<file path="src/design/scoped_symbol_stack_defines.svh">
// ----------------------------------------------------------------------------
// Scoped symbol stack assertion macros
// Shared assertion forms, clocked on clk and disabled while rst_n is low.
// ----------------------------------------------------------------------------
`ifndef SCOPED_SYMBOL_STACK_DEFINES_SVH
`define SCOPED_SYMBOL_STACK_DEFINES_SVH

`ifndef SYNTHESIS
`define SSS_ASSERT_ALWAYS(lbl, expr) \
  lbl: assert property (@(posedge clk) disable iff (!rst_n) (expr)) \
    else $error("scoped_symbol_stack: invariant check failed");
`define SSS_ASSERT_IMPLY(lbl, ante, cons) \
  lbl: assert property (@(posedge clk) disable iff (!rst_n) (ante) |-> (cons)) \
    else $error("scoped_symbol_stack: same-cycle check failed");
`define SSS_ASSERT_NEXT(lbl, ante, cons) \
  lbl: assert property (@(posedge clk) disable iff (!rst_n) (ante) |=> (cons)) \
    else $error("scoped_symbol_stack: next-cycle check failed");
`else
`define SSS_ASSERT_ALWAYS(lbl, expr)
`define SSS_ASSERT_IMPLY(lbl, ante, cons)
`define SSS_ASSERT_NEXT(lbl, ante, cons)
`endif

`endif

</file>
<file path="src/design/sss_pkg.sv">
// ----------------------------------------------------------------------------
// Scoped symbol stack package
// Sizes, item kind codes, status codes and shared record types.
// ----------------------------------------------------------------------------
package sss_pkg;

  localparam int MAX_ENTRIES = 256;
  localparam int MAX_SCOPES  = 64;
  localparam int KEY_BITS    = 16;

  localparam int KIND_W   = 3;
  localparam int KEY_ID_W = 16;
  localparam int ATTR_W   = 32;
  localparam int STATUS_W = 2;

  localparam int KEY_W    = (KEY_BITS < KEY_ID_W) ? KEY_BITS : KEY_ID_W;
  localparam int ENTRY_AW = $clog2(MAX_ENTRIES);
  localparam int COUNT_W  = $clog2(MAX_ENTRIES + 1);
  localparam int SCOPE_AW = $clog2(MAX_SCOPES);
  localparam int LEVEL_W  = $clog2(MAX_SCOPES + 1);

  localparam logic [KIND_W-1:0] K_INSERT    = KIND_W'(0);
  localparam logic [KIND_W-1:0] K_LOOKUP    = KIND_W'(1);
  localparam logic [KIND_W-1:0] K_ENTER     = KIND_W'(2);
  localparam logic [KIND_W-1:0] K_EXIT      = KIND_W'(3);
  localparam logic [KIND_W-1:0] K_FIND_FUNC = KIND_W'(4);
  localparam logic [KIND_W-1:0] K_CLEAR     = KIND_W'(5);

  localparam logic [STATUS_W-1:0] ST_OK         = STATUS_W'(0);
  localparam logic [STATUS_W-1:0] ST_GLOBAL     = STATUS_W'(1);
  localparam logic [STATUS_W-1:0] ST_TABLE_FULL = STATUS_W'(2);
  localparam logic [STATUS_W-1:0] ST_SCOPE_FULL = STATUS_W'(3);

  typedef struct packed {
    logic [KEY_W-1:0]  key;
    logic [ATTR_W-1:0] value;
    logic              func;
  } entry_t;

  typedef struct packed {
    logic                en;
    logic [ENTRY_AW-1:0] addr;
    entry_t              data;
  } entry_wr_t;

  typedef struct packed {
    logic                en;
    logic [SCOPE_AW-1:0] addr;
    logic [COUNT_W-1:0]  data;
  } scope_wr_t;

endpackage

</file>
<file path="src/design/sss_scope_store.sv">
// ----------------------------------------------------------------------------
// Scoped symbol stack scope store
// Per-scope entry counts of the enclosing scopes, registered read.
// ----------------------------------------------------------------------------
module sss_scope_store import sss_pkg::*; (
  input  logic                clk,
  input  scope_wr_t           wr,
  input  logic [SCOPE_AW-1:0] rd_addr,
  output logic [COUNT_W-1:0]  rd_data_r
);

  logic [COUNT_W-1:0] mem [MAX_SCOPES];

  always_ff @(posedge clk) begin
    if (wr.en) begin
      mem[wr.addr] <= wr.data;
    end
    rd_data_r <= mem[rd_addr];
  end

endmodule

</file>
<file path="config.mk">
export PLATFORM = sky130hd
export DESIGN_NAME = sss_scope_store
export DESIGN_NICKNAME = d
export VERILOG_FILES = /design/src/design/scoped_symbol_stack_defines.svh /design/src/design/sss_pkg.sv /design/src/design/sss_scope_store.sv
export SDC_FILE = /design/constraint.sdc
export NUM_CORES = 1
export LEC_CHECK = 0
export ABC_AREA = 1
export ABC_CLOCK_PERIOD_IN_PS = 5100
export BUFFER_PORTS_ARGS = -buffer_cell sky130_fd_sc_hd__buf_2
export CAP_MARGIN = 20
export CORE_ASPECT_RATIO = 0.7
export CORE_MARGIN = 2
export CORE_UTILIZATION = 64
export CTS_BUF_LIST = sky130_fd_sc_hd__clkbuf_2 sky130_fd_sc_hd__clkbuf_4 sky130_fd_sc_hd__clkbuf_8
export CTS_CLUSTER_SIZE = 28
export DETAILED_ROUTE_END_ITERATION = 8
export PLACE_DENSITY = 0.9
export SYNTH_ARGS = -nofsm -noshare
export SYNTH_HDL_FRONTEND = slang
export SYNTH_SLANG_ARGS = --single-unit
</file>
<file path="constraint.sdc">
create_clock -name clk -period 5.1 [get_ports clk]
set_input_delay 0.255 -clock clk [delete_from_list [all_inputs] [get_ports clk]]
set_output_delay 0.255 -clock clk [all_outputs]
set_load 0.1 [all_outputs]
</file>
==> flow_summary.toml, run 1 <==
[place]
dp_hpwl_um = 33300
gp_congestion = 0.956
io_buffer_count = 31

[synthesis]
synth_cell_types = 17
yosys-top-cells-area = "edfxtp_1 73%, nand2_1 11%, nand3_1 10%"
synth_top_area_share_pct = 72.7
ys_ff_latch = 585
syn-num-nets = 2039
avgSynthCellArea_um2 = 11.8
synth_top_area_cell = "edfxtp_1"
synth_cells = 2016
synth_area_um2 = 23800
synth-seq-area-share_pct = 73.4
ys_warn_count = 0

[sta]
fin_worst_skew_ps = 36.2
slew_violations = 0
grt_setup_unrepaired = "false"
whs_ps = 140
fmax_ghz = 0.408
relSlewSlack_pct = 25.8
post-route-period-util_pct = 48.1
fin_setup_tns_ps = 0
timing_hold_violations_final = 0
period_minus_slack_ps = 2450
setup_viol = 0
tightest_slew_ps = 1100

[grt]
gr-total-overflow = 0
antenna_found_initial = 2
first_global_vias = 15900
track_usage_pct = 31.6
grt_max_degree = 188
grt_pass1_wl_um = 91000

[layout]
fillers = 2321
nets = 2056
drive_gt1_share_pct = 9.46
area.growth.synth_to_final_pct = 7.94

[floorplanning]
die_w_um = 234
initial_core_util_pct = 64.5
coreArea_um2 = 36900
die_h_um = 165
rows = 59
ios = 32
die_area_um2 = 38800

[routing]
routed_via_density = 6.47
wl_um = 60700
vias = 16700
drc = 0
initialDrtViolationCount = 3043
ant_nets = 0
wl_per_cell_um = 23.5
drtPass1Iterations = 6

[critical_path]
crit_arrival_ps = 3040
max_stage_delay_ps = 760
critPathBufInv = 3
worst-path-stages = 11
worstPathMaxFanout = 174
worstPathRequired_ps = 5690
critical_path_class = "in -> reg"
crit_path_end_kind = "flop"
path_cells = "clkbuf_8, inv_8, buf_4, nand2_1, nand3_1, nand3_1, nand2_1, nand2_1, nand3_1, nand3_1, nand2_1"
r2r.worst_path.cells = 8
cpLargestDelayFamily = "buffers and inverters"
worstSetupStartpointType = "input pin"
cpMaxStageDelayCell = "inv_8"

[pwr]
power_mw = 9.56
peakVddDrop_mv = 0.304
powerDensity_nw_per_um2 = 372
leakagePower_nw = 9.25

[clock_tree]
path_clk_slew_ps = 70
htreeDepth = 3
root_buffer = "clkbuf_8"
cts_sinks = 585
cts_tree = "done"
cts_setup_buffers = 0
cts_buffers = 80
clk_latency_ps = 660
clk_path_buf_depth = 3

[min_path]
worstHoldPathCells = 2
hold_class = "in -> reg"

[flow_run]
max_cap_violations = 0

[run_status]
status = "finished, final reports clean"
## cells by family (layout without fill, tap and decap cells)
group	count (synthesis)	count (layout)	share of synthesized area, %
flops	585	585	73.4
other cells	0	2	0
simple gates	1295	1295	23.2
buf+inv	136	212	3.37
## what timing repair did
action,in CTS,in global routing
hold buffers,1,0
resized for setup,0,0
endpoints found under the hold margin,8,0
## report_power, final
part	internal, mW	total (mW)	switching, mW
sequential	5.32	5.34	0.0200
combinational	0.145	0.685	0.539
clock	1.81	3.53	1.72
total	7.28	9.56	2.28
## Yosys cell counts (all sizes together)
| library cell | count |
|---|---|
| nand2 | 729 |
| edfxtp | 576 |
| nand3 | 493 |
| buf | 99 |
| nor2 | 56 |
| clkbuf | 25 |
| dfxtp | 9 |
| inv | 9 |
| nand4 | 9 |
| nor4 | 8 |
| clkinv | 3 |
## final timing paths
check	start	endpoint	slack, ps
setup / recovery	rd_addr[0]	rd_data_r[6]	2650
hold / removal	wr[11]	mem[49][2]	140
setup reg to reg	mem[21][7]	rd_data_r[7]	3580
hold reg to reg	mem[7][6]	rd_data_r[6]	830
## cells in the final DEF (no fill, tap or decap), drive strengths merged, types with 9 or more instances in the layout
cell type and n:
nand4 9, buf 57, clkinv 22, dfxtp 9
edfxtp 576, nor2 56, clkbuf 121, inv 10
nand2 729, nand3 493
## area by class of cell
type                       instances  area [um2]  share of cell area (%)
sequential                       585       17500                    68.0
multi-input combinational       1295        5560                    21.6
clock buffer                     120        1450                    5.63
tap                              488         611                    2.38
timing repair buffer              59         437                    1.70
clock inverter                    21        98.8                   0.385
inverter                          12        57.6                   0.224
antenna                            2        5.00                  0.0195
## sequential cells by signal, summed over array words and instances, names as in the netlist
| name | flops |
|---|---|
| mem | 576 |
| rd_data_r | 9 |
## stage by stage
step | utilization [%] | setup slack [ps] | instance area (um2) | cells
global route | 69.6 | 2520 | 25700 | 2582
floorplan | - | 2980 | 23800 | 2016
detailed placement | 65.2 | 2170 | 24100 | 2433
finish | 69.6 | 2650 | 25700 | 2582
global placement | 65.1 | 2230 | 24000 | 2431
CTS | 69.4 | 2830 | 25600 | 2575
## worst reg2reg max path, stage by stage (launching register included)
cell      delay (ps)
edfxtp_1         390
nand2_1           90
nand3_1          100
nand3_1          130
nand2_1           90
nand2_1           80
nand3_1          190
nand3_1          240
nand2_1           80
## per-layer routing
metal | GRT usage, % | wire length, um
met1 | 44.3 | 21900
met2 | 46.1 | 26900
met3 | 9.92 | 9440
met4 | 14.0 | 2410
met5 | 0 | 0
No activity file was read; power rests on OpenSTA's default activity.
==> run 2: changes to the inputs <==
ABC_CLOCK_PERIOD_IN_PS = 2000   (was 5100)
CORE_UTILIZATION = 59   (was 64)
PLACE_DENSITY = 0.87   (was 0.9)
clock period = 2 ns   (was 5.1 ns; I/O delays follow)
==> flow_summary.toml, run 2 (same netlist as run 1, synthesis figures left out) <==
[run_status]
status = "finished, final reports clean"

[sta]
fin_setup_tns_ps = 0
relSlewSlack_pct = 41.8
fin_worst_skew_ps = 27.2
slew_violations = 0
timing_hold_violations_final = 0
fmax_ghz = 0.528
post-route-period-util_pct = 94.7
setup_viol = 0
whs_ps = 64.3
fin_ws_ps = 107
grt_setup_unrepaired = "false"
period_minus_slack_ps = 1890
tightest_slew_ps = 870

[routing]
drtPass1Iterations = 6
initialDrtViolationCount = 3021
vias = 16700
drc = 0
ant_nets = 0
wl_um = 62300
routed_via_density = 6.11
wl_per_cell_um = 22.8

[place]
dp_hpwl_um = 36300
preCtsSetupSlack_ps = 49.3
placed_cell_area_um2 = 25100
io_buffer_count = 31
gp_congestion = 0.956

[critical_path]
worstSetupStartpointType = "flop"
crit_path_end_kind = "flop"
reg2reg_slack_ps = 110
worstPathRequired_ps = 2550
reg2reg_from = "mem[39][4]"
startpoint = "mem[39][4]"
critical_path_class = "reg -> reg"
crit_arrival_ps = 2440
worstPathMaxFanout = 1

[pwr]
leakagePower_nw = 9.92
peakVddDrop_mv = 0.882
powerDensity_nw_per_um2 = 939

[clock_tree]
cts_setup_buffers = 0
cts_buffers = 85
cts_resized = 0
clk_path_buf_depth = 3
path_clk_slew_ps = 70
cts_sinks = 585
clk_latency_ps = 660
htreeDepth = 3
cts_tree = "done"
ctsHoldBuffers = 12
root_buffer = "clkbuf_8"

[floorplanning]
die_h_um = 172
die_w_um = 244
die_area_um2 = 42000
initial_core_util_pct = 59.9
rows = 61
ios = 32
coreArea_um2 = 39800

[grt]
gr-total-overflow = 0
track_usage_pct = 29.9
first_global_vias = 16000
antenna_found_initial = 1
grt_max_degree = 116
grt_pass1_wl_um = 93600

[layout]
final_cell_mix = "729 x nand2_1, 576 x edfxtp_1, 493 x nand3_1, 93 x buf_4, 88 x clkbuf_8"
fillers = 2664
biggestRegsByFlops = "mem (576), rd_data_r (9)"
fin_util_pct = 67.7
nets = 2161
fin_area_um2 = 26900
largest_reg_flops = 576
regMostFlops = "mem"
final_common_cell = "nand2_1"
drive_gt1_share_pct = 13.1
area.growth.synth_to_final_pct = 13.0

[flow_run]
max_cap_violations = 0

[min_path]
hold_class = "in -> reg"
worstHoldStart = "wr[9]"
-- run 2: changes by cell type in the layout (fill, tap and decap cells not counted), sizes merged --
cell         change
clkinvlp         +1
clkinv           +6
diode            -1
bufinv           +5
clkbuf           -3
buf             +89
inv              +2
dlygate4sd3     +11
-- run 2: where the power goes --
part,internal [mW],switching (mW)
clock,5.27,4.50
combinational,0.470,1.42
sequential,13.6,0.0437
total,19.3,5.96
-- run 2: metal layers --
layer  global-route usage (%)  wire length [um]  vias to the layer above  share of wire, %
li1                         -                 -                     7347                 -
met1                     42.1             22800                     7827                37
met2                     45.4             28100                     1374                45
met3                     7.99              9280                      185                15
met4                     10.7              2080                        0               3.3
met5                        0                 0                        -                 0
-- run 2: worst max-delay path, stage by stage, from the launching register on --
cell	delay (ps)
edfxtp_1	360
nand2_1	90
nand3_1	120
nand3_1	200
nand2_1	80
nand2_1	80
nand3_1	140
nand3_1	120
dlygate4sd3_1	560
nand2_1	50
-- run 2: path summary, 6_finish.rpt --
kind	cells past startpoint	endpoint
hold reg to reg	8	rd_data_r[5]
hold / removal	3	mem[54][5]
setup / recovery	9	rd_data_r[4]
setup reg to reg	9	rd_data_r[4]
-- run 2: layout make-up --
| class | instances | area [um2] | area share (%) |
|---|---|---|---|
| Sequential cell | 585 | 17500 | 65.0 |
| Multi-Input combinational cell | 1295 | 5520 | 20.5 |
| Timing Repair Buffer | 159 | 1460 | 5.42 |
| Clock buffer | 117 | 1420 | 5.29 |
| Tap cell | 535 | 669 | 2.49 |
| Clock inverter | 35 | 299 | 1.11 |
| Inverter | 12 | 55.1 | 0.205 |
| Antenna cell | 1 | 2.50 | 0.00930 |
-- run 2: per-stage QoR --
| step | total power, mW | std cells |
|---|---|---|
| final | 25.3 | 2739 |
| after global placement | 15.6 | 2574 |
| after floorplan | 14.9 | 2016 |
| after global routing | 26.0 | 2739 |
| after detailed placement | 15.7 | 2574 |
| after CTS | 25.3 | 2738 |
